$ cat src/rtl/core/ctt_pkg.sv
// ----------------------------------------------------------------------------
// Configuration text tokeniser package
// Shared types, character codes and sizing constants for the tokeniser.
// ----------------------------------------------------------------------------
package ctt_pkg;

   localparam int OFFSET_BITS = 16;
   localparam int FIELD_BITS  = 16;

   localparam logic [OFFSET_BITS-1:0] POS_MAX  = '1;
   localparam logic [OFFSET_BITS-1:0] POS_ZERO = '0;
   localparam logic [OFFSET_BITS-1:0] POS_ONE  = OFFSET_BITS'(1);
   localparam logic [FIELD_BITS-1:0]  LINE_MAX = '1;

   localparam int QUEUE_DEPTH    = 4;
   localparam int QUEUE_PTR_BITS = $clog2(QUEUE_DEPTH);
   localparam logic [QUEUE_PTR_BITS:0] QUEUE_FULL_COUNT = (QUEUE_PTR_BITS + 1)'(QUEUE_DEPTH);

   localparam logic [7:0] CHAR_NUL        = 8'h00;
   localparam logic [7:0] CHAR_TAB        = 8'h09;
   localparam logic [7:0] CHAR_NEWLINE    = 8'h0A;
   localparam logic [7:0] CHAR_CR         = 8'h0D;
   localparam logic [7:0] CHAR_SPACE      = 8'h20;
   localparam logic [7:0] CHAR_QUOTE      = 8'h22;
   localparam logic [7:0] CHAR_HASH       = 8'h23;
   localparam logic [7:0] CHAR_COMMA      = 8'h2C;
   localparam logic [7:0] CHAR_DIGIT_0    = 8'h30;
   localparam logic [7:0] CHAR_DIGIT_9    = 8'h39;
   localparam logic [7:0] CHAR_EQUAL      = 8'h3D;
   localparam logic [7:0] CHAR_UPPER_A    = 8'h41;
   localparam logic [7:0] CHAR_UPPER_Z    = 8'h5A;
   localparam logic [7:0] CHAR_UNDERSCORE = 8'h5F;
   localparam logic [7:0] CHAR_LOWER_A    = 8'h61;
   localparam logic [7:0] CHAR_LOWER_Z    = 8'h7A;
   localparam logic [7:0] CHAR_LCURLY     = 8'h7B;
   localparam logic [7:0] CHAR_RCURLY     = 8'h7D;

   typedef enum logic [2:0] {
      MODE_BETWEEN = 3'd0,
      MODE_COMMENT = 3'd1,
      MODE_IDENT   = 3'd2,
      MODE_NUMBER  = 3'd3,
      MODE_STRING  = 3'd4
   } scan_mode_type;

   typedef enum logic [3:0] {
      KIND_END        = 4'd0,
      KIND_UNEXPECTED = 4'd1,
      KIND_IDENT      = 4'd2,
      KIND_NUMBER     = 4'd3,
      KIND_LCURLY     = 4'd4,
      KIND_RCURLY     = 4'd5,
      KIND_EQUAL      = 4'd6,
      KIND_STRING     = 4'd7,
      KIND_COMMA      = 4'd8
   } token_kind_type;

   typedef struct packed {
      token_kind_type        kind;
      logic [FIELD_BITS-1:0] start;
      logic [FIELD_BITS-1:0] length;
      logic [FIELD_BITS-1:0] line;
   } token_type;

   // All tokens caused by one text byte: one or two of them.
   typedef struct packed {
      logic      two;
      token_type tok0;
      token_type tok1;
   } pair_type;

   typedef struct packed {
      logic empty;
      logic full;
   } queue_status_type;

endpackage

$ cat src/rtl/core/config_text_tokenizer_unit.sv
// ----------------------------------------------------------------------------
// Configuration text tokeniser, top level
// Path: a byte's tokens go into a queue entry, then into the output register.
// Throughput: one text byte per cycle while the queue is not full; a byte
// giving two tokens needs a beat per token, which the four-entry queue absorbs.
// Reset: synchronous; scan state, position and queue clear, first line is 1.
// ----------------------------------------------------------------------------
module config_text_tokenizer_unit
   import ctt_pkg::*;
(
   input  logic                  clock,
   input  logic                  reset,
   input  logic                  req_valid,
   output logic                  req_stall,
   input  logic [7:0]            req_text_byte,
   input  logic                  csr_write_enable,
   input  logic                  csr_write_data,
   output logic                  rsp_valid,
   input  logic                  rsp_stall,
   output logic [3:0]            rsp_token_kind,
   output logic [FIELD_BITS-1:0] rsp_token_start,
   output logic [FIELD_BITS-1:0] rsp_token_length,
   output logic [FIELD_BITS-1:0] rsp_line_number,
   output logic                  rsp_run_last
);

   // The front end scans one byte per beat and writes every token that the
   // byte causes into a single queue entry. Bytes that cause no token, such as
   // white space or comment text, leave the queue untouched.
   logic             push;
   pair_type         push_entry;
   logic             pop;
   queue_status_type q_status;
   pair_type         q_head;

   // The input side is held off only when the queue has no free entry; the
   // full flag is decoded from the count register alone, so stall is clean.
   assign req_stall = q_status.full;

   ctt_front u_front (
      .clock            (clock),
      .reset            (reset),
      .req_valid        (req_valid),
      .req_stall        (req_stall),
      .req_text_byte    (req_text_byte),
      .csr_write_enable (csr_write_enable),
      .csr_write_data   (csr_write_data),
      .push             (push),
      .push_entry       (push_entry)
   );

   ctt_queue u_queue (
      .clock      (clock),
      .reset      (reset),
      .push       (push),
      .push_entry (push_entry),
      .pop        (pop),
      .status     (q_status),
      .head       (q_head)
   );

   // The back end walks through the tokens of the head entry, one per output
   // beat, and releases the entry with its last token.
   ctt_back u_back (
      .clock            (clock),
      .reset            (reset),
      .status           (q_status),
      .head             (q_head),
      .pop              (pop),
      .rsp_stall        (rsp_stall),
      .rsp_valid        (rsp_valid),
      .rsp_token_kind   (rsp_token_kind),
      .rsp_token_start  (rsp_token_start),
      .rsp_token_length (rsp_token_length),
      .rsp_line_number  (rsp_line_number),
      .rsp_run_last     (rsp_run_last)
   );

   // The front end must never write into a full queue.
   assert property (@(posedge clock) disable iff (reset)
      push |-> !q_status.full)
      else $error("token entry written into a full queue");

   // The end token is always the last token of its byte and carries line zero.
   assert property (@(posedge clock) disable iff (reset)
      (rsp_valid && rsp_token_kind == KIND_END) |-> (rsp_run_last && rsp_line_number == '0))
      else $error("end token is not last or has a line number");

   // The second token of a byte follows on the very next cycle.
   assert property (@(posedge clock) disable iff (reset)
      (rsp_valid && !rsp_stall && !rsp_run_last) |=> rsp_valid)
      else $error("second token of a byte did not follow at once");

endmodule

$ cat src/rtl/core/ctt_front.sv
// ----------------------------------------------------------------------------
// Tokeniser front end
// Holds the scan state, classifies each text byte and pushes the tokens it
// causes into the queue as one entry.
// ----------------------------------------------------------------------------
module ctt_front
   import ctt_pkg::*;
(
   input  logic       clock,
   input  logic       reset,
   input  logic       req_valid,
   input  logic       req_stall,
   input  logic [7:0] req_text_byte,
   input  logic       csr_write_enable,
   input  logic       csr_write_data,
   output logic       push,
   output pair_type   push_entry
);

   scan_mode_type          mode_ff, mode_in;
   logic [OFFSET_BITS-1:0] pos_ff, pos_in;
   logic [OFFSET_BITS-1:0] begin_ff, begin_in;
   logic [FIELD_BITS-1:0]  line_ff, line_in;
   logic                   first_line_ff;
   logic                   accept;

   function automatic logic is_letter(input logic [7:0] c);
      return (c >= CHAR_LOWER_A && c <= CHAR_LOWER_Z) ||
             (c >= CHAR_UPPER_A && c <= CHAR_UPPER_Z);
   endfunction

   function automatic logic is_digit(input logic [7:0] c);
      return c >= CHAR_DIGIT_0 && c <= CHAR_DIGIT_9;
   endfunction

   function automatic logic [FIELD_BITS-1:0] to_field(input logic [OFFSET_BITS-1:0] v);
      logic [31:0] w;
      w = 32'(v);
      return w[FIELD_BITS-1:0];
   endfunction

   assign accept = req_valid && !req_stall;

   always_ff @(posedge clock) begin
      if (reset) begin
         first_line_ff <= 1'b1;
         mode_ff       <= MODE_BETWEEN;
         pos_ff        <= POS_ZERO;
         begin_ff      <= POS_ZERO;
         line_ff       <= FIELD_BITS'(1);
      end else begin
         if (csr_write_enable) begin
            first_line_ff <= csr_write_data;
         end
         if (accept) begin
            mode_ff  <= mode_in;
            pos_ff   <= pos_in;
            begin_ff <= begin_in;
            line_ff  <= line_in;
         end
      end
   end

   always_comb begin
      logic [7:0]             c;
      logic [FIELD_BITS-1:0]  span;
      token_type              bt_tok;
      logic                   bt_emit;
      scan_mode_type          bt_mode;
      logic                   bt_set_begin;
      logic [OFFSET_BITS-1:0] bt_begin;
      logic                   bt_bump;
      logic                   bt_restart;
      token_type              pre_tok;
      logic                   pre_emit;
      logic                   use_bt;
      logic                   bump;
      logic                   restart;
      logic                   bt_valid;

      c    = req_text_byte;
      span = (pos_ff >= begin_ff) ? to_field(pos_ff - begin_ff) : '0;

      // Scan of a byte that arrives between tokens.
      bt_emit       = 1'b0;
      bt_tok.kind   = KIND_UNEXPECTED;
      bt_tok.start  = to_field(pos_ff);
      bt_tok.length = FIELD_BITS'(1);
      bt_tok.line   = line_ff;
      bt_mode       = MODE_BETWEEN;
      bt_set_begin  = 1'b0;
      bt_begin      = pos_ff;
      bt_bump       = 1'b0;
      bt_restart    = 1'b0;
      priority if (c == CHAR_NUL) begin
         bt_emit     = 1'b1;
         bt_tok.kind = KIND_END;
         bt_tok.line = '0;
         bt_restart  = 1'b1;
      end else if (c == CHAR_HASH) begin
         bt_mode = MODE_COMMENT;
      end else if (c == CHAR_SPACE || c == CHAR_TAB || c == CHAR_CR) begin
         bt_mode = MODE_BETWEEN;
      end else if (c == CHAR_NEWLINE) begin
         bt_bump = 1'b1;
      end else if (is_letter(c)) begin
         bt_mode      = MODE_IDENT;
         bt_set_begin = 1'b1;
      end else if (is_digit(c)) begin
         bt_mode      = MODE_NUMBER;
         bt_set_begin = 1'b1;
      end else if (c == CHAR_QUOTE) begin
         bt_mode      = MODE_STRING;
         bt_set_begin = 1'b1;
         bt_begin     = (pos_ff < POS_MAX) ? pos_ff + POS_ONE : POS_MAX;
      end else begin
         bt_emit = 1'b1;
         unique case (c)
            CHAR_LCURLY: bt_tok.kind = KIND_LCURLY;
            CHAR_RCURLY: bt_tok.kind = KIND_RCURLY;
            CHAR_EQUAL:  bt_tok.kind = KIND_EQUAL;
            CHAR_COMMA:  bt_tok.kind = KIND_COMMA;
            default:     bt_tok.kind = KIND_UNEXPECTED;
         endcase
      end

      // Token closed by this byte, if any.
      pre_emit       = 1'b0;
      pre_tok.kind   = KIND_IDENT;
      pre_tok.start  = to_field(begin_ff);
      pre_tok.length = span;
      pre_tok.line   = line_ff;
      use_bt         = 1'b0;
      bump           = 1'b0;
      mode_in        = mode_ff;
      unique case (mode_ff)
         MODE_COMMENT: begin
            if (c == CHAR_NUL) begin
               use_bt = 1'b1;
            end else if (c == CHAR_NEWLINE) begin
               bump    = 1'b1;
               mode_in = MODE_BETWEEN;
            end
         end
         MODE_IDENT: begin
            if (!(is_letter(c) || is_digit(c) || c == CHAR_UNDERSCORE)) begin
               pre_emit = 1'b1;
               use_bt   = 1'b1;
            end
         end
         MODE_NUMBER: begin
            if (!is_digit(c)) begin
               pre_emit     = 1'b1;
               pre_tok.kind = KIND_NUMBER;
               use_bt       = 1'b1;
            end
         end
         MODE_STRING: begin
            if (c == CHAR_QUOTE) begin
               pre_emit     = 1'b1;
               pre_tok.kind = KIND_STRING;
               mode_in      = MODE_BETWEEN;
            end else if (c == CHAR_NUL) begin
               pre_emit     = 1'b1;
               pre_tok.kind = KIND_UNEXPECTED;
               use_bt       = 1'b1;
            end
         end
         default: begin
            use_bt = 1'b1;
         end
      endcase

      begin_in = begin_ff;
      if (use_bt) begin
         mode_in = bt_mode;
         bump    = bt_bump;
         if (bt_set_begin) begin
            begin_in = bt_begin;
         end
      end

      line_in  = (bump && line_ff != LINE_MAX) ? line_ff + FIELD_BITS'(1) : line_ff;
      pos_in   = (pos_ff < POS_MAX) ? pos_ff + POS_ONE : pos_ff;
      restart  = use_bt && bt_restart;
      if (restart) begin
         mode_in  = MODE_BETWEEN;
         pos_in   = POS_ZERO;
         begin_in = POS_ZERO;
         line_in  = FIELD_BITS'(first_line_ff);
      end

      bt_valid        = use_bt && bt_emit;
      push            = accept && (pre_emit || bt_valid);
      push_entry.two  = pre_emit && bt_valid;
      push_entry.tok0 = pre_emit ? pre_tok : bt_tok;
      push_entry.tok1 = bt_tok;
   end

endmodule

$ cat src/rtl/core/ctt_queue.sv
// ----------------------------------------------------------------------------
// Tokeniser queue
// Short first-in first-out store of token entries between front and back end.
// ----------------------------------------------------------------------------
module ctt_queue
   import ctt_pkg::*;
(
   input  logic             clock,
   input  logic             reset,
   input  logic             push,
   input  pair_type         push_entry,
   input  logic             pop,
   output queue_status_type status,
   output pair_type         head
);

   pair_type                  entries_ff [QUEUE_DEPTH];
   logic [QUEUE_PTR_BITS-1:0] wr_ptr_ff;
   logic [QUEUE_PTR_BITS-1:0] rd_ptr_ff;
   logic [QUEUE_PTR_BITS:0]   count_ff;

   always_ff @(posedge clock) begin
      if (push) begin
         entries_ff[wr_ptr_ff] <= push_entry;
      end
   end

   always_ff @(posedge clock) begin
      if (reset) begin
         wr_ptr_ff <= '0;
         rd_ptr_ff <= '0;
         count_ff  <= '0;
      end else begin
         if (push) begin
            wr_ptr_ff <= wr_ptr_ff + QUEUE_PTR_BITS'(1);
         end
         if (pop) begin
            rd_ptr_ff <= rd_ptr_ff + QUEUE_PTR_BITS'(1);
         end
         unique case ({push, pop})
            2'b10:   count_ff <= count_ff + (QUEUE_PTR_BITS + 1)'(1);
            2'b01:   count_ff <= count_ff - (QUEUE_PTR_BITS + 1)'(1);
            default: count_ff <= count_ff;
         endcase
      end
   end

   assign status.empty = (count_ff == '0);
   assign status.full  = (count_ff == QUEUE_FULL_COUNT);
   assign head         = entries_ff[rd_ptr_ff];

endmodule

$ cat src/rtl/core/ctt_back.sv
// ----------------------------------------------------------------------------
// Tokeniser back end
// Takes entries from the queue and hands their tokens out one beat at a time
// through the output register.
// ----------------------------------------------------------------------------
module ctt_back
   import ctt_pkg::*;
(
   input  logic                  clock,
   input  logic                  reset,
   input  queue_status_type      status,
   input  pair_type              head,
   output logic                  pop,
   input  logic                  rsp_stall,
   output logic                  rsp_valid,
   output logic [3:0]            rsp_token_kind,
   output logic [FIELD_BITS-1:0] rsp_token_start,
   output logic [FIELD_BITS-1:0] rsp_token_length,
   output logic [FIELD_BITS-1:0] rsp_line_number,
   output logic                  rsp_run_last
);

   logic      valid_ff;
   logic      second_ff;
   token_type tok_ff;
   logic      last_ff;
   logic      load;
   logic      take;
   logic      is_last;

   // Output register may be refilled when empty or being taken this cycle.
   assign load    = !valid_ff || !rsp_stall;
   assign take    = load && !status.empty;
   assign is_last = !head.two || second_ff;
   assign pop     = take && is_last;

   always_ff @(posedge clock) begin
      if (reset) begin
         valid_ff  <= 1'b0;
         second_ff <= 1'b0;
      end else if (load) begin
         valid_ff <= !status.empty;
         if (take) begin
            second_ff <= !is_last;
         end
      end
   end

   always_ff @(posedge clock) begin
      if (take) begin
         tok_ff  <= second_ff ? head.tok1 : head.tok0;
         last_ff <= is_last;
      end
   end

   assign rsp_valid        = valid_ff;
   assign rsp_token_kind   = tok_ff.kind;
   assign rsp_token_start  = tok_ff.start;
   assign rsp_token_length = tok_ff.length;
   assign rsp_line_number  = tok_ff.line;
   assign rsp_run_last     = last_ff;

endmodule

$ cat config.mk
export PLATFORM = sky130hd
export DESIGN_NAME = config_text_tokenizer_unit
export DESIGN_NICKNAME = d
export VERILOG_FILES = /design/src/rtl/core/ctt_pkg.sv /design/src/rtl/core/config_text_tokenizer_unit.sv /design/src/rtl/core/ctt_front.sv /design/src/rtl/core/ctt_queue.sv /design/src/rtl/core/ctt_back.sv
export SDC_FILE = /design/constraint.sdc
export NUM_CORES = 1
export LEC_CHECK = 0
export ABC_AREA = 1
export BUFFER_PORTS_ARGS = -buffer_cell sky130_fd_sc_hd__buf_2
export CAP_MARGIN = 30
export CORE_ASPECT_RATIO = 0.9
export CORE_MARGIN = 2
export CORE_UTILIZATION = 62
export CTS_CLUSTER_DIAMETER = 50
export CTS_CLUSTER_SIZE = 16
export DETAILED_ROUTE_END_ITERATION = 6
export PLACE_DENSITY = 0.85
export SLEW_MARGIN = 20
export SYNTH_ARGS = -nofsm -noshare
export SYNTH_HDL_FRONTEND = slang
export SYNTH_SLANG_ARGS = --single-unit
$ cat constraint.sdc
create_clock -name clock -period 7.8 [get_ports clock]
set_input_delay 0 -clock clock [delete_from_list [all_inputs] [get_ports clock]]
set_output_delay 0 -clock clock [all_outputs]
set_load 0.05 [all_outputs]
==> impl_results.md <==
- Run status: completed
- Logic pwr share: 0.291
- Global-route usage over all layers: 0.281
- HPWL reported at the end of detailed placement: around 28 mm
- Arrival time reported for the critical path endpoint: between 3 and 4 ns
- Max-cap viol count: 0
- Total of endpoints with negative setup slack in the final report: 0
- Clock Power Share: 0.270
- Area share of the largest cell type after synthesis: 0.607
- Die height: between 150 and 200 µm
- Worst IR drop on VDD: roughly 0.37 mV
- Share of the cycle needed by the critical path after routing: 0.455
- Maximum buffer depth of the clock tree: 3
- Post-synthesis instance area: approximately 20000 µm²
- Smallest hold slack: 0.0291 ns
- Number of setup buffers added after CTS: 0
- Total of cells resized after clock tree synthesis: 0
- Measured slew at the worst slew-check pin: between 1 and 1.5 ns
- Clock latency on the worst-skew pair: ~0.55 ns
- Cell repeated most along the worst path: sky130_fd_sc_hd__nand2_1
- Fraction of layout instances using a drive strength above 1: 0.0941
- Average detailed-routed wire length per instance: 20.0 µm
- Post-Synthesis Cells: 1899
- Sequential fraction of design power: 0.439
- Power per standard cell area: ~340 nW/µm²
- Clk_skew: between 0.02 and 0.03 ns
- TritonCTS Buffers: between 40 and 50
- Fin Setup TNS: 0 ns
- Final Non-Filler Cells: roughly 2400
- Series of cell instances along the critical path: ha_1 -> nand2_1 -> nor2_1 -> nand2_1 -> inv_1 -> nand2_1 -> o21ai_2 -> clkinv_1 -> nand2_1 -> a21oi_1
- Peak clock frequency supported by timing: around 280 MHz
- Number of clock sinks: 472
- Initial DRC count: ~2000
- Unrepaired setup endpoints after global routing: false
- Layout overhead on the synthesized area: 10.3%
- Switching power: approximately 2.7 mW
- Number of antenna diodes: 0
- Syn avg cell area: about 11 µm²
- Vias post-DR: 14600
- DIE AREA: ~34000 µm²
- Initial antenna violation count: 2
- Synth Register Bits: 472
- Final critical delay including setup and external delays: ~3.5 ns
- Residual DRC: 0
- Port Buffer Count: 68
- Largest stage delay on the critical path: about 0.9 ns
- Util after Layout: 0.697
- Startpoint type of the worst setup path: register
- CTS hold repair buffers: 4
- Global-route wire length before repair: 74.9 mm
- Final-report hold violation count: 0
- Number of fill cells: 2103
- Switching part of the total: 0.361
- Sequential-to-total area share from yosys stat: 0.669
- Clock edge transition at the registers on the reported setup and hold paths: ~0.06 ns
- Count of buffering cells on the critical path with inverters included: 2
- Hold Path Class: primary input to register
- Total of warnings raised by yosys: 0
- Core footprint: roughly 32000 µm²
- Number of distinct library cells after synthesis: 42
- Synth async-reset ratio: 0
- Cell chosen for the clock root: sky130_fd_sc_hd__clkbuf_16
- Kind of end point of the critical path: register
- Kind of critical path: register to register
- Total instance count after detailed placement: approximately 2300
- Detailed-router iteration count before antenna repair: 5
- Mean number of vias per cell: between 6 and 7
- CTS tree: yes
- Cell class contributing the biggest share of worst-path delay: compound AO/OA/AOI/OAI gates
- CP required: 8.21 ns
- Total grt overflow: 0
- Routability Congestion: 0.933
- Instance area after placement: 20900 µm²
- Relative max-transition margin: 0.275
- Starting density of the core: 0.632
- Number of global-route vias before repair: 14300
- Mapped Nets: between 1500 and 2000
- Total number of placement rows: 62
- Total routed wirelength: ~48 mm
- Cell taking the most area after synthesis: sky130_fd_sc_hd__edfxtp_1
- Crit-path slowest cell: sky130_fd_sc_hd__o21ai_2
- Max-slew violation count: 0
- Maximum number of pins on one net before global-route repair: roughly 100
- I/O pin cnt: 69
- EDFF count, synth: roughly 400
- Number of H-tree levels: 2
- Most numerous cell in the Yosys netlist: sky130_fd_sc_hd__nor2_1
- Post-route cell area: 22300 µm²
- Number of nets with antenna violations after routing: 0
- Most frequently used flop master after synthesis: sky130_fd_sc_hd__edfxtp_1
- Internal cell power: approximately 4.8 mW
- Area contributors post-synth: sky130_fd_sc_hd__edfxtp_1 61%, sky130_fd_sc_hd__nor2_1 8.3%, sky130_fd_sc_hd__dfxtp_1 6.2%, sky130_fd_sc_hd__o21ai_0 5.4%, sky130_fd_sc_hd__nand2_1 3.2%
- Net count reported at finish: 1975
- Leak pwr: slightly below 8 nW
- Maximum fanout along the worst path: 23
- Most frequent cells after synthesis: 449 x sky130_fd_sc_hd__nor2_1, 409 x sky130_fd_sc_hd__edfxtp_1, 220 x sky130_fd_sc_hd__o21ai_0
- Floorplan die width: between 150 and 200 µm
final cells by class:
class                   count  area, µm²  share of cell area
clock inverters            20        256              0.0115
flip-flops and latches    472      13500               0.607
repair buffers             92        573              0.0257
multi-input cells        1223       5950               0.266
inverters                 106        400              0.0179
well taps                 416        520              0.0233
clock buffers              52       1090              0.0487
through the flow:
step	total power, mW	setup WS (ns)
detailed placement	5.50	3.75
global route	7.82	3.94
global placement	5.41	3.85
CTS	7.51	4.31
floorplan	4.91	2.30
finish	7.50	4.25
cell families after synthesis:
logic type	Yosys count	share of synthesized area
adder cells (fa/ha/maj)	25	0.0162
XOR/XNOR	33	0.0143
AND/OR/NAND/NOR	758	0.153
AO/OA/AOI/OAI	407	0.108
buffers and inverters	204	0.0394
flip-flops	472	0.669
worst register-to-register path, stage by stage, from the launching register on:
cell and delay [ns]:
sky130_fd_sc_hd__dfxtp_1 0.61, sky130_fd_sc_hd__ha_1 0.30, sky130_fd_sc_hd__nand2_1 0.08, sky130_fd_sc_hd__nor2_1 0.15
sky130_fd_sc_hd__nand2_1 0.10, sky130_fd_sc_hd__inv_1 0.08, sky130_fd_sc_hd__nand2_1 0.39, sky130_fd_sc_hd__o21ai_2 0.89
sky130_fd_sc_hd__clkinv_1 0.54, sky130_fd_sc_hd__nand2_1 0.21, sky130_fd_sc_hd__a21oi_1 0.09
power by group through the flow:
stage	logic [mW]	clock network, mW	registers [mW]
5_1_grt	2.35	2.14	3.32
6_report	2.18	2.03	3.29
2_1_floorplan	1.03	0	3.88
4_1_cts	2.18	2.04	3.29
3_5_place_dp	2.16	0	3.34
3_3_place_gp	2.08	0	3.33
worst paths after layout:
kind                                          to  slack [ns]                             start  cells after the start
max               u_front.pos_ff[3]$_SDFFE_PP0P_        4.25    u_front.pos_ff[1]$_SDFFE_PP0P_                     10
max reg2reg       u_front.pos_ff[3]$_SDFFE_PP0P_        4.25    u_front.pos_ff[1]$_SDFFE_PP0P_                     10
min reg2reg     u_front.begin_ff[6]$_SDFFE_PP0P_        0.47  u_front.begin_ff[6]$_SDFFE_PP0P_                      2
min          u_queue.entries_ff[0][35]$_DFFE_PP_        0.03                  req_text_byte[0]                      4
per-layer routing:
layer / track usage / wire, µm / vias to the layer above
met3: 0.0628 / 5490 / 109
met4: 0.0888 / 1130 / 2
li1: - / - / 6714
met2: 0.446 / 21900 / 891
met1: 0.391 / 18900 / 6908
met5: 0 / 14 / -
sequential cells by signal, summed over array words and instances, names as in the netlist, named ones only:
name	cells
u_back.rsp_run_last	1
u_front.begin_ff	16
u_queue.entries_ff	356
u_back.rsp_token_start	16
u_back.rsp_line_number	16
u_queue.count_ff	3
u_back.second_ff	1
u_front.pos_ff	16
u_back.rsp_valid	1
u_back.rsp_token_kind	4
u_front.mode_ff	3
u_back.rsp_token_length	16
u_queue.wr_ptr_ff	2
u_front.first_line_ff	1
u_queue.rd_ptr_ff	2
u_front.line_ff	16
placed cells by master, fill, tap and decap left out, types with 23 or more instances in the layout:
cell type / n
sky130_fd_sc_hd__edfxtp_1: 409
sky130_fd_sc_hd__xor2_1: 26
sky130_fd_sc_hd__buf_2: 68
sky130_fd_sc_hd__o22ai_1: 37
sky130_fd_sc_hd__o21ai_0: 220
sky130_fd_sc_hd__nand2_1: 174
sky130_fd_sc_hd__ha_1: 23
sky130_fd_sc_hd__nor2_1: 445
sky130_fd_sc_hd__a21oi_1: 91
sky130_fd_sc_hd__nor3_1: 23
sky130_fd_sc_hd__a31oi_1: 39
sky130_fd_sc_hd__clkbuf_16: 41
sky130_fd_sc_hd__nand3_1: 72
sky130_fd_sc_hd__inv_1: 96
sky130_fd_sc_hd__dfxtp_1: 61
No activity file was read; power rests on OpenSTA's default activity.
